$ cat src/rtl/core/ssd_pkg.sv
`default_nettype none
// ----------------------------------------------------------------------------
// ssd_pkg
// Shared widths, codes, reset values and types of the sweep/sync pulse
// decoder.
// ----------------------------------------------------------------------------
package ssd_pkg;

  localparam int unsigned TimeW    = 32;
  localparam int unsigned CoordW   = 16;
  localparam int unsigned ThrW     = 8;
  localparam int unsigned SpurW    = 6;
  localparam int unsigned CfgIdxW  = 2;
  localparam int unsigned CfgDataW = 8;

  localparam logic [ThrW-1:0]  SweepThresholdRst = 8'd50;
  localparam logic [ThrW-1:0]  SyncMaxWidthRst   = 8'd140;
  localparam logic [SpurW-1:0] SpuriousLimitRst  = 6'd60;
  localparam logic [SpurW-1:0] SpurMax           = 6'd63;

  localparam logic [TimeW-1:0] XBandMin  = 32'd75;
  localparam logic [TimeW-1:0] GapALow   = 32'd85;
  localparam logic [TimeW-1:0] GapAHigh  = 32'd95;
  localparam logic [TimeW-1:0] GapBLow   = 32'd106;
  localparam logic [TimeW-1:0] GapBHigh  = 32'd117;
  localparam logic [TimeW-1:0] GapCLow   = 32'd127;
  localparam logic [TimeW-1:0] GapCHigh  = 32'd137;

  typedef enum logic [1:0] {
    AXIS_NONE = 2'd0,
    AXIS_X    = 2'd1,
    AXIS_Y    = 2'd2
  } axis_e;

  typedef enum logic [CfgIdxW-1:0] {
    CFG_SWEEP_THRESHOLD = 2'd0,
    CFG_SYNC_MAX_WIDTH  = 2'd1,
    CFG_SPURIOUS_LIMIT  = 2'd2
  } cfg_idx_e;

  typedef struct packed {
    logic [ThrW-1:0]  sweep_threshold;
    logic [ThrW-1:0]  sync_max_width;
    logic [SpurW-1:0] spurious_limit;
  } cfg_t;

  typedef struct packed {
    logic  is_sweep;
    logic  is_spurious;
    axis_e axis;
  } pulse_class_t;

  typedef struct packed {
    logic [CoordW-1:0] x_coord;
    logic [CoordW-1:0] y_coord;
    logic              lost;
    logic              updated;
  } result_t;

endpackage
`default_nettype wire

$ cat src/rtl/core/ssd_if.sv
`default_nettype none
// ----------------------------------------------------------------------------
// ssd_if
// Valid/ready channels of the decoder: edge input, result output and
// configuration write.
// ----------------------------------------------------------------------------
interface ssd_edge_if;
  logic        valid;
  logic        ready;
  logic        level;
  logic [31:0] time_us;

  modport source (output valid, output level, output time_us, input ready);
  modport sink   (input valid, input level, input time_us, output ready);
endinterface

interface ssd_result_if;
  logic        valid;
  logic        ready;
  logic [15:0] x_coord;
  logic [15:0] y_coord;
  logic        lost;
  logic        updated;

  modport source (output valid, output x_coord, output y_coord, output lost,
                  output updated, input ready);
  modport sink   (input valid, input x_coord, input y_coord, input lost,
                  input updated, output ready);
endinterface

interface ssd_cfg_if;
  logic       valid;
  logic       ready;
  logic [1:0] index;
  logic [7:0] data;

  modport source (output valid, output index, output data, input ready);
  modport sink   (input valid, input index, input data, output ready);
endinterface
`default_nettype wire

$ cat src/rtl/core/ssd_classify.sv
`default_nettype none
// ----------------------------------------------------------------------------
// ssd_classify
// Classifies a pulse width as sweep, spurious sync or X/Y sync pulse.
// ----------------------------------------------------------------------------
module ssd_classify
  import ssd_pkg::*;
(
  input  logic [TimeW-1:0] width_i,
  input  cfg_t             cfg_i,
  output pulse_class_t     class_o
);

  logic in_x_band;

  always_comb begin
    in_x_band = (width_i >= XBandMin)
              && !((width_i > GapALow) && (width_i < GapAHigh))
              && !((width_i > GapBLow) && (width_i < GapBHigh))
              && !((width_i > GapCLow) && (width_i < GapCHigh));
    class_o.is_sweep    = (width_i <= TimeW'(cfg_i.sweep_threshold));
    class_o.is_spurious = (width_i > TimeW'(cfg_i.sync_max_width));
    class_o.axis        = in_x_band ? AXIS_X : AXIS_Y;
  end

endmodule
`default_nettype wire

$ cat src/rtl/core/ssd_core.sv
`default_nettype none
// ----------------------------------------------------------------------------
// ssd_core
// Edge time state, pulse analysis, axis selection, coordinate holds and
// loss tracking, updated once per advancing edge.
// ----------------------------------------------------------------------------
module ssd_core
  import ssd_pkg::*;
(
  input  logic             clk_i,
  input  logic             rst_ni,
  input  logic             advance_i,
  input  logic             level_i,
  input  logic [TimeW-1:0] time_us_i,
  input  cfg_t             cfg_i,
  output result_t          result_o
);

  logic [TimeW-1:0]  rise_q, rise_d;
  logic [TimeW-1:0]  fall_q, fall_d;
  logic [TimeW-1:0]  prev_fall_q, prev_fall_d;
  axis_e             axis_q, axis_d;
  logic [CoordW-1:0] x_q, x_d;
  logic [CoordW-1:0] y_q, y_d;
  logic [SpurW-1:0]  spur_q, spur_d;
  logic              lost_q, lost_d;

  logic              analyze;
  logic              updated;
  logic [TimeW-1:0]  width;
  logic [TimeW-1:0]  delay_full;
  pulse_class_t      pclass;

  assign rise_d     = level_i ? time_us_i : rise_q;
  assign fall_d     = level_i ? fall_q : time_us_i;
  assign analyze    = !lost_q && (fall_d != prev_fall_q);
  assign width      = fall_d - rise_d;
  assign delay_full = rise_d - prev_fall_q;

  ssd_classify u_classify (
    .width_i (width),
    .cfg_i   (cfg_i),
    .class_o (pclass)
  );

  always_comb begin
    prev_fall_d = prev_fall_q;
    axis_d      = axis_q;
    x_d         = x_q;
    y_d         = y_q;
    spur_d      = spur_q;
    updated     = 1'b0;
    if (analyze) begin
      prev_fall_d = fall_d;
      if (!pclass.is_sweep) begin
        if (pclass.is_spurious) begin
          axis_d = AXIS_NONE;
          if (spur_q < SpurMax) begin
            spur_d = spur_q + SpurW'(1);
          end
        end else begin
          axis_d = pclass.axis;
        end
      end else begin
        case (axis_q)
          AXIS_X: begin
            x_d     = delay_full[CoordW-1:0];
            updated = 1'b1;
          end
          AXIS_Y: begin
            y_d     = delay_full[CoordW-1:0];
            updated = 1'b1;
          end
          default: begin
            updated = 1'b0;
          end
        endcase
        spur_d = '0;
      end
    end
    lost_d = lost_q | (analyze && (spur_d > cfg_i.spurious_limit));
  end

  always_ff @(posedge clk_i or negedge rst_ni) begin
    if (!rst_ni) begin
      rise_q      <= '0;
      fall_q      <= '0;
      prev_fall_q <= '0;
      axis_q      <= AXIS_NONE;
      x_q         <= '0;
      y_q         <= '0;
      spur_q      <= '0;
      lost_q      <= 1'b0;
    end else if (advance_i) begin
      rise_q      <= rise_d;
      fall_q      <= fall_d;
      prev_fall_q <= prev_fall_d;
      axis_q      <= axis_d;
      x_q         <= x_d;
      y_q         <= y_d;
      spur_q      <= spur_d;
      lost_q      <= lost_d;
    end
  end

  assign result_o.x_coord = x_d;
  assign result_o.y_coord = y_d;
  assign result_o.lost    = lost_d;
  assign result_o.updated = updated;

endmodule
`default_nettype wire

$ cat src/rtl/core/sweep_sync_pulse_decoder.sv
`default_nettype none
// ----------------------------------------------------------------------------
// sweep_sync_pulse_decoder
// An accepted edge passes the input register, then the result register
// written as the decoder state updates. Throughput: one edge per cycle
// unless the result stalls, limited by the single state update path.
// Reset: asynchronous, active low; clears control and decoder state, not data
// registers; restores register defaults; decoding runs right after reset.
// ----------------------------------------------------------------------------
module sweep_sync_pulse_decoder
  import ssd_pkg::*;
(
  input  logic         clk_i,
  input  logic         rst_ni,
  ssd_edge_if.sink     edge_i,
  ssd_cfg_if.sink      cfg_i,
  ssd_result_if.source result_o
);

  cfg_t             cfg_q;
  logic             in_vld_q;
  logic             in_level_q;
  logic [TimeW-1:0] in_time_q;
  logic             out_vld_q;
  result_t          out_q;
  result_t          core_res;
  logic             advance;
  logic             edge_acc;

  assign advance      = in_vld_q && (!out_vld_q || result_o.ready);
  assign edge_i.ready = !in_vld_q || advance;
  assign edge_acc     = edge_i.valid && edge_i.ready;
  assign cfg_i.ready  = 1'b1;

  always_ff @(posedge clk_i or negedge rst_ni) begin
    if (!rst_ni) begin
      cfg_q.sweep_threshold <= SweepThresholdRst;
      cfg_q.sync_max_width  <= SyncMaxWidthRst;
      cfg_q.spurious_limit  <= SpuriousLimitRst;
    end else if (cfg_i.valid) begin
      unique case (cfg_i.index)
        CFG_SWEEP_THRESHOLD: cfg_q.sweep_threshold <= cfg_i.data;
        CFG_SYNC_MAX_WIDTH:  cfg_q.sync_max_width  <= cfg_i.data;
        CFG_SPURIOUS_LIMIT:  cfg_q.spurious_limit  <= cfg_i.data[SpurW-1:0];
        default:             cfg_q                 <= cfg_q;
      endcase
    end
  end

  always_ff @(posedge clk_i or negedge rst_ni) begin
    if (!rst_ni) begin
      in_vld_q  <= 1'b0;
      out_vld_q <= 1'b0;
    end else begin
      if (edge_acc) begin
        in_vld_q <= 1'b1;
      end else if (advance) begin
        in_vld_q <= 1'b0;
      end
      if (advance) begin
        out_vld_q <= 1'b1;
      end else if (result_o.ready) begin
        out_vld_q <= 1'b0;
      end
    end
  end

  always_ff @(posedge clk_i) begin
    if (edge_acc) begin
      in_level_q <= edge_i.level;
      in_time_q  <= edge_i.time_us;
    end
    if (advance) begin
      out_q <= core_res;
    end
  end

  ssd_core u_core (
    .clk_i     (clk_i),
    .rst_ni    (rst_ni),
    .advance_i (advance),
    .level_i   (in_level_q),
    .time_us_i (in_time_q),
    .cfg_i     (cfg_q),
    .result_o  (core_res)
  );

  assign result_o.valid   = out_vld_q;
  assign result_o.x_coord = out_q.x_coord;
  assign result_o.y_coord = out_q.y_coord;
  assign result_o.lost    = out_q.lost;
  assign result_o.updated = out_q.updated;

endmodule
`default_nettype wire

$ cat src/flat_wrapper.sv
// flat-port wrapper written by rule: the top's interface ports become plain ports
module sweep_sync_pulse_decoder_flat import ssd_pkg::*;
  (clk_i, rst_ni, edge_i_valid, edge_i_level, edge_i_time_us, edge_i_ready, cfg_i_valid, cfg_i_index, cfg_i_data, cfg_i_ready, result_o_valid, result_o_x_coord, result_o_y_coord, result_o_lost, result_o_updated, result_o_ready);
  ssd_edge_if edge_i_i ();
  ssd_cfg_if cfg_i_i ();
  ssd_result_if result_o_i ();
  input  logic clk_i;
  input  logic rst_ni;
  input wire logic [$bits(edge_i_i.valid)-1:0] edge_i_valid;
  input wire logic [$bits(edge_i_i.level)-1:0] edge_i_level;
  input wire logic [$bits(edge_i_i.time_us)-1:0] edge_i_time_us;
  output wire logic [$bits(edge_i_i.ready)-1:0] edge_i_ready;
  input wire logic [$bits(cfg_i_i.valid)-1:0] cfg_i_valid;
  input wire logic [$bits(cfg_i_i.index)-1:0] cfg_i_index;
  input wire logic [$bits(cfg_i_i.data)-1:0] cfg_i_data;
  output wire logic [$bits(cfg_i_i.ready)-1:0] cfg_i_ready;
  output wire logic [$bits(result_o_i.valid)-1:0] result_o_valid;
  output wire logic [$bits(result_o_i.x_coord)-1:0] result_o_x_coord;
  output wire logic [$bits(result_o_i.y_coord)-1:0] result_o_y_coord;
  output wire logic [$bits(result_o_i.lost)-1:0] result_o_lost;
  output wire logic [$bits(result_o_i.updated)-1:0] result_o_updated;
  input wire logic [$bits(result_o_i.ready)-1:0] result_o_ready;
  assign edge_i_i.valid = edge_i_valid;
  assign edge_i_i.level = edge_i_level;
  assign edge_i_i.time_us = edge_i_time_us;
  assign edge_i_ready = edge_i_i.ready;
  assign cfg_i_i.valid = cfg_i_valid;
  assign cfg_i_i.index = cfg_i_index;
  assign cfg_i_i.data = cfg_i_data;
  assign cfg_i_ready = cfg_i_i.ready;
  assign result_o_valid = result_o_i.valid;
  assign result_o_x_coord = result_o_i.x_coord;
  assign result_o_y_coord = result_o_i.y_coord;
  assign result_o_lost = result_o_i.lost;
  assign result_o_updated = result_o_i.updated;
  assign result_o_i.ready = result_o_ready;
  sweep_sync_pulse_decoder u_core (.clk_i(clk_i), .rst_ni(rst_ni), .edge_i(edge_i_i), .cfg_i(cfg_i_i), .result_o(result_o_i));
endmodule
$ cat config.mk
export PLATFORM = sky130hd
export DESIGN_NAME = sweep_sync_pulse_decoder_flat
export DESIGN_NICKNAME = d
export VERILOG_FILES = /design/src/rtl/core/ssd_pkg.sv /design/src/rtl/core/ssd_if.sv /design/src/rtl/core/ssd_classify.sv /design/src/rtl/core/ssd_core.sv /design/src/rtl/core/sweep_sync_pulse_decoder.sv /design/src/flat_wrapper.sv
export SDC_FILE = /design/constraint.sdc
export NUM_CORES = 1
export LEC_CHECK = 0
export BUFFER_PORTS_ARGS = -buffer_cell sky130_fd_sc_hd__buf_2
export CORE_MARGIN = 2
export CORE_UTILIZATION = 50
export CTS_BUF_LIST = sky130_fd_sc_hd__clkbuf_4
export DETAILED_ROUTE_END_ITERATION = 10
export GPL_ROUTABILITY_DRIVEN = 0
export PLACE_DENSITY = 0.68
export SKIP_LAST_GASP = 1
export SLEW_MARGIN = 20
export SYNTH_ARGS = -nofsm -noshare
export SYNTH_HDL_FRONTEND = slang
export SYNTH_HIERARCHICAL = 1
export SYNTH_SLANG_ARGS = --single-unit
$ cat constraint.sdc
create_clock -name clk_i -period 6.9 [get_ports clk_i]
set_input_delay 1.725 -clock clk_i [delete_from_list [all_inputs] [get_ports clk_i]]
set_output_delay 1.725 -clock clk_i [all_outputs]
set_load 0.005 [all_outputs]
==> results <==
- Setup slack on the critical path of the routed design comes to 0.550 ns.
- For the final database, setup skew stands at 0.0609 ns.
- The overall die height is roughly 160 um.
- The floorplan step defined a die boundary enclosing ~27000 sq um.
- The slew at the pin closest to its max-slew limit is approximately 0.97 ns.
- For this run, the total global-route usage over all layers was measured as about 21%.
- The data required time of the critical path is 7.36 ns.
- TritonCTS created 60 clock buffers.
- The post-detailed-route DRC marker count is 0.
- The master of the slowest instance on the critical path is fa_1.
- The post-detailed-routing wire length is between 20000 and 30000 um.
- The floorplan core area is around 25000 sq um.
- The element type at the critical path end is a register.
- A synthesized cell averages about 11 sq um.
- The clock tree synthesis step divided the H-tree into 2 levels.
- The final period demand of the worst path is roughly 6.3 ns.
- Summing the sequential cell areas from Yosys gives a little under half of the chip area.
- The number of global-route vias before repair is approximately 8900.
- The final-report hold violation count is 0.
- The max-slew violation count is 0.
- Headroom to the max-slew limit came out at about a third.
- The critical path contains buffers and inverters numbering 2 combined.
- The largest area contributor in the synthesized netlist is dfrtp_1.
- The share of the synthesized area in the top cell type is slightly below 30%.
- Setup total negative slack on the finished layout was measured at 0 ns.
- The top flip-flop cell by instance count after synthesis is dfrtp_1.
- The global-route wire length before repair is roughly 45000 um.
- The synthesis-to-layout area growth is 11.9%.
- Counting every instance in the synthesized netlist gives approximately 1200.
- The total via count in the routed design is between 9000 and 10000.
- Across the run, the number of max-cap violations was 0.
- The reported net switching power is 1.91 mW.
- The sum of overflow across all layers after global routing is 0.
- For this run, the slowest stage of the critical path takes around 0.41 ns.
- The floorplan has between 50 and 60 rows.
- The source-to-sink clock delay at the later pin of the worst-skew pair is a little over 0.7 ns.
- The root buffer cell chosen for the clock tree is clkbuf_4.
- The number of nets still failing antenna checks after routing is 0.
- The most frequent cell after synthesis is dfrtp_1.
- The type of the most critical hold path is register to register.
- The clock network is responsible for between 20% and 30% of the overall power.
- The combinational share of power is 40.3%.
- The number of buffers inserted for hold repair after clock tree synthesis is 0.
- After clock tree synthesis, the clock-pin slew on the worst setup and hold paths is roughly 0.070 ns.
- The number of vias per cell is 5.40.
- The startpoint of the worst-slack reg-to-reg timing path is u_core/in_level_q$_DFFE_PP_.
- After the first detailed-routing iteration, the DRC count stood at about 600.
- The number of buffers added on ports is 83.
- In this run the critical register-to-register path is captured at u_core/result_o.lost$_DFFE_PP_.
- The first detailed-routing pass ran for 5 iterations.
- The total number of clock tree sinks is about 230.
- Sequential cells burn 35.2% of the power.
- The top cell family by delay on the critical path is compound AO/OA/AOI/OAI gates.
- The number of warnings printed during yosys synthesis is 6.
- In the synthesized netlist, the cells that appear most often are 151 x dfrtp_1, 127 x a21oi_1, 107 x nor2_1.
- The pin count of the biggest net entering global routing is 70.
- TritonCTS built the clock tree.
- The post-synthesis async set-or-reset flop share is 70.6%.
- The number of library cell types mapped by synthesis is between 70 and 80.
- The critical path in this run is classified as register to register.
- Synthesis produced a netlist with a net count of 1330.
- The run finished with clean final reports.
- The number of setup violations in the final report is 0.
- Of the total power, the share spent switching nets is 37.5%.
- The worst vdd rail ir drop is roughly 0.00016 V.
- Dividing the detail-routed wire length by the instance count gives 15.9 um.
- The final HPWL from detailed placement is about 19000 um.
- The share of post-route cells with drive strength above 1 is 23.6%.
- Measured along the x axis, the die boundary spans between 150 and 200 um.
- The end point of the worst hold path is u_core/result_o.valid$_DFFE_PN0P_.
- For this design the static power due to leakage is roughly 6.7 nW.
- For the worst setup path, the data arrival time is approximately 7 ns.
- In this run, synthesis produced a sequential element count of 228.
- The number of enable-type register cells in the synthesized netlist is 67.
- For flop-to-flop paths, the worst setup slack is between 0.5 and 0.6 ns.
- The largest buffer count on any clock path is 3.
- At the end of the flow, the number of nets in the layout was around 1400.
- The depth of the worst register-to-register path is 30.
- Pin placement for this block handled 85 I/O pins.
- The highest clock rate is 157 MHz.
- The internal cell power is 3.19 mW.
- Counting instances, the worst hold path has a depth of 1.
- STA classifies the critical path startpoint as a register.
- The initial cell density of the core is between 50% and 60%.
- The post-placement setup slack is about 0.36 ns.
- In this run the cell area of the synthesized design comes to ~13000 sq um.
- The worst path uses roughly 90% of the clock period.
- The initial antenna violation count is 2.
- The worst min-delay path startpoint is u_core/in_vld_q$_DFFE_PN0P_.
- After synthesis, the cell types taking the most area are dfrtp_1 29%, edfxtp_1 16%, ha_1 6.9%.
- In this run the worst path has a maximum fanout of 30.
- The total power divided by cell area is 353 nW/um^2.
==> per-stage QoR <==
step                instance area, sq um  cells  hold WS [ns]  util (%)  power [mW]
finish                             14500   1702         0.473      57.2        5.10
global route                       14500   1701         0.502      57.2        5.50
CTS                                14400   1700         0.480      57.1        5.13
detailed placement                 13600   1587         0.479      53.8        3.84
global placement                   13600   1587         0.465      53.8        3.79
floorplan                          12900   1209         0.433         -        3.32
==> cell type report <==
type                            instances  area, sq um
Clock buffer                          102          766
Inverter                              100          375
Antenna cell                            2         5.00
Sequential cell                       228         6050
Clock inverter                         11         75.1
Tap cell                              330          413
Multi-Input combinational cell        830         6220
Fill cell                            2178        10800
Timing Repair Buffer                   99          554
==> layer usage <==
layer	share of wire (%)	routed length [um]	GRT usage, %
met5	0	0	0
met4	2.6	705	7.31
met3	5.3	1430	4.27
met2	45	12100	32.4
met1	47	12800	28.7
==> worst max path at each step <==
stage | from | endpoint | slack [ns] | cells after the start
3_5_place_dp | u_core/in_level_q$_DFFE_PP_ | u_core/result_o.lost$_DFFE_PP_ | 0.36 | 29
4_1_cts | u_core/in_level_q$_DFFE_PP_ | u_core/result_o.lost$_DFFE_PP_ | 0.35 | 29
6_report | u_core/in_level_q$_DFFE_PP_ | u_core/result_o.lost$_DFFE_PP_ | 0.55 | 30
2_1_floorplan | u_core/in_level_q$_DFFE_PP_ | u_core/result_o.lost$_DFFE_PP_ | 0.78 | 31
3_3_place_gp | u_core/in_level_q$_DFFE_PP_ | u_core/result_o.lost$_DFFE_PP_ | 0.54 | 29
5_1_grt | u_core/in_level_q$_DFFE_PP_ | u_core/result_o.lost$_DFFE_PP_ | -0.01 | 28
==> flip-flops by register name, indices dropped and copies added (netlist names) <==
signal / count
u_core/u_core/spur_q: 6
u_core/u_core/x_q: 16
u_core/u_core/prev_fall_q: 32
u_core/result_o.lost: 1
u_core/u_core/lost_q: 1
u_core/in_time_q: 32
u_core/result_o.updated: 1
u_core/result_o.y_coord: 16
u_core/result_o.valid: 1
u_core/u_core/axis_q: 2
u_core/result_o.x_coord: 16
u_core/in_vld_q: 1
u_core/cfg_q: 22
u_core/u_core/y_q: 16
u_core/in_level_q: 1
u_core/u_core/rise_q: 32
u_core/u_core/fall_q: 32
==> power groups by stage <==
stage                     Clock (mW)  Combinational [mW]  Sequential (mW)
after CTS                       1.30                2.04             1.79
after global routing            1.37                2.30             1.83
after global placement             0                1.99             1.81
after detailed placement           0                2.02             1.82
final                           1.25                2.05             1.79
after floorplan                    0                1.54             1.78
==> logic make-up (layout without fill, tap and decap cells) <==
kind of cell,count (synthesis),count (layout),synth area share [%]
AO/OA/AOI/OAI,270,270,12.5
AND/OR/NAND/NOR,260,260,9.71
flip-flops,228,228,46.9
multiplexers,154,154,13.5
buffers and inverters,151,312,5.26
adder cells (fa/ha/maj),73,73,7.19
XOR/XNOR,72,72,4.88
other,1,3,0.0290
==> what timing repair did <==
item,4_1_cts,5_1_grt
setup endpoints to repair,0,2
buffers inserted,0,0
gates resized for setup,0,6
==> worst register-to-register path: cells and delay by family (launching register included) <==
kind / cells / cell delay (ns)
AND/OR/NAND/NOR: 10 / 1.57
adder cells (fa/ha/maj): 3 / 0.93
multiplexers: 2 / 0.58
AO/OA/AOI/OAI: 13 / 2.36
flip-flops: 1 / 0.39
buffers and inverters: 2 / 0.34
==> cells in the final DEF, fill, tap and decap left out, types with 14 or more instances in the layout <==
master / n
xnor2_1: 62
nand2_1: 51
buf_4: 15
mux2_4: 14
nor2_1: 107
dfrtp_1: 151
nor4_1: 17
mux2_2: 65
o21a_1: 14
ha_1: 71
clkbuf_4: 102
mux2i_1: 60
buf_2: 82
inv_1: 100
a21oi_1: 127
edfxtp_1: 67
a21o_1: 20
o21ai_0: 51
nand4_1: 14
No activity file was read; power rests on OpenSTA's default activity.
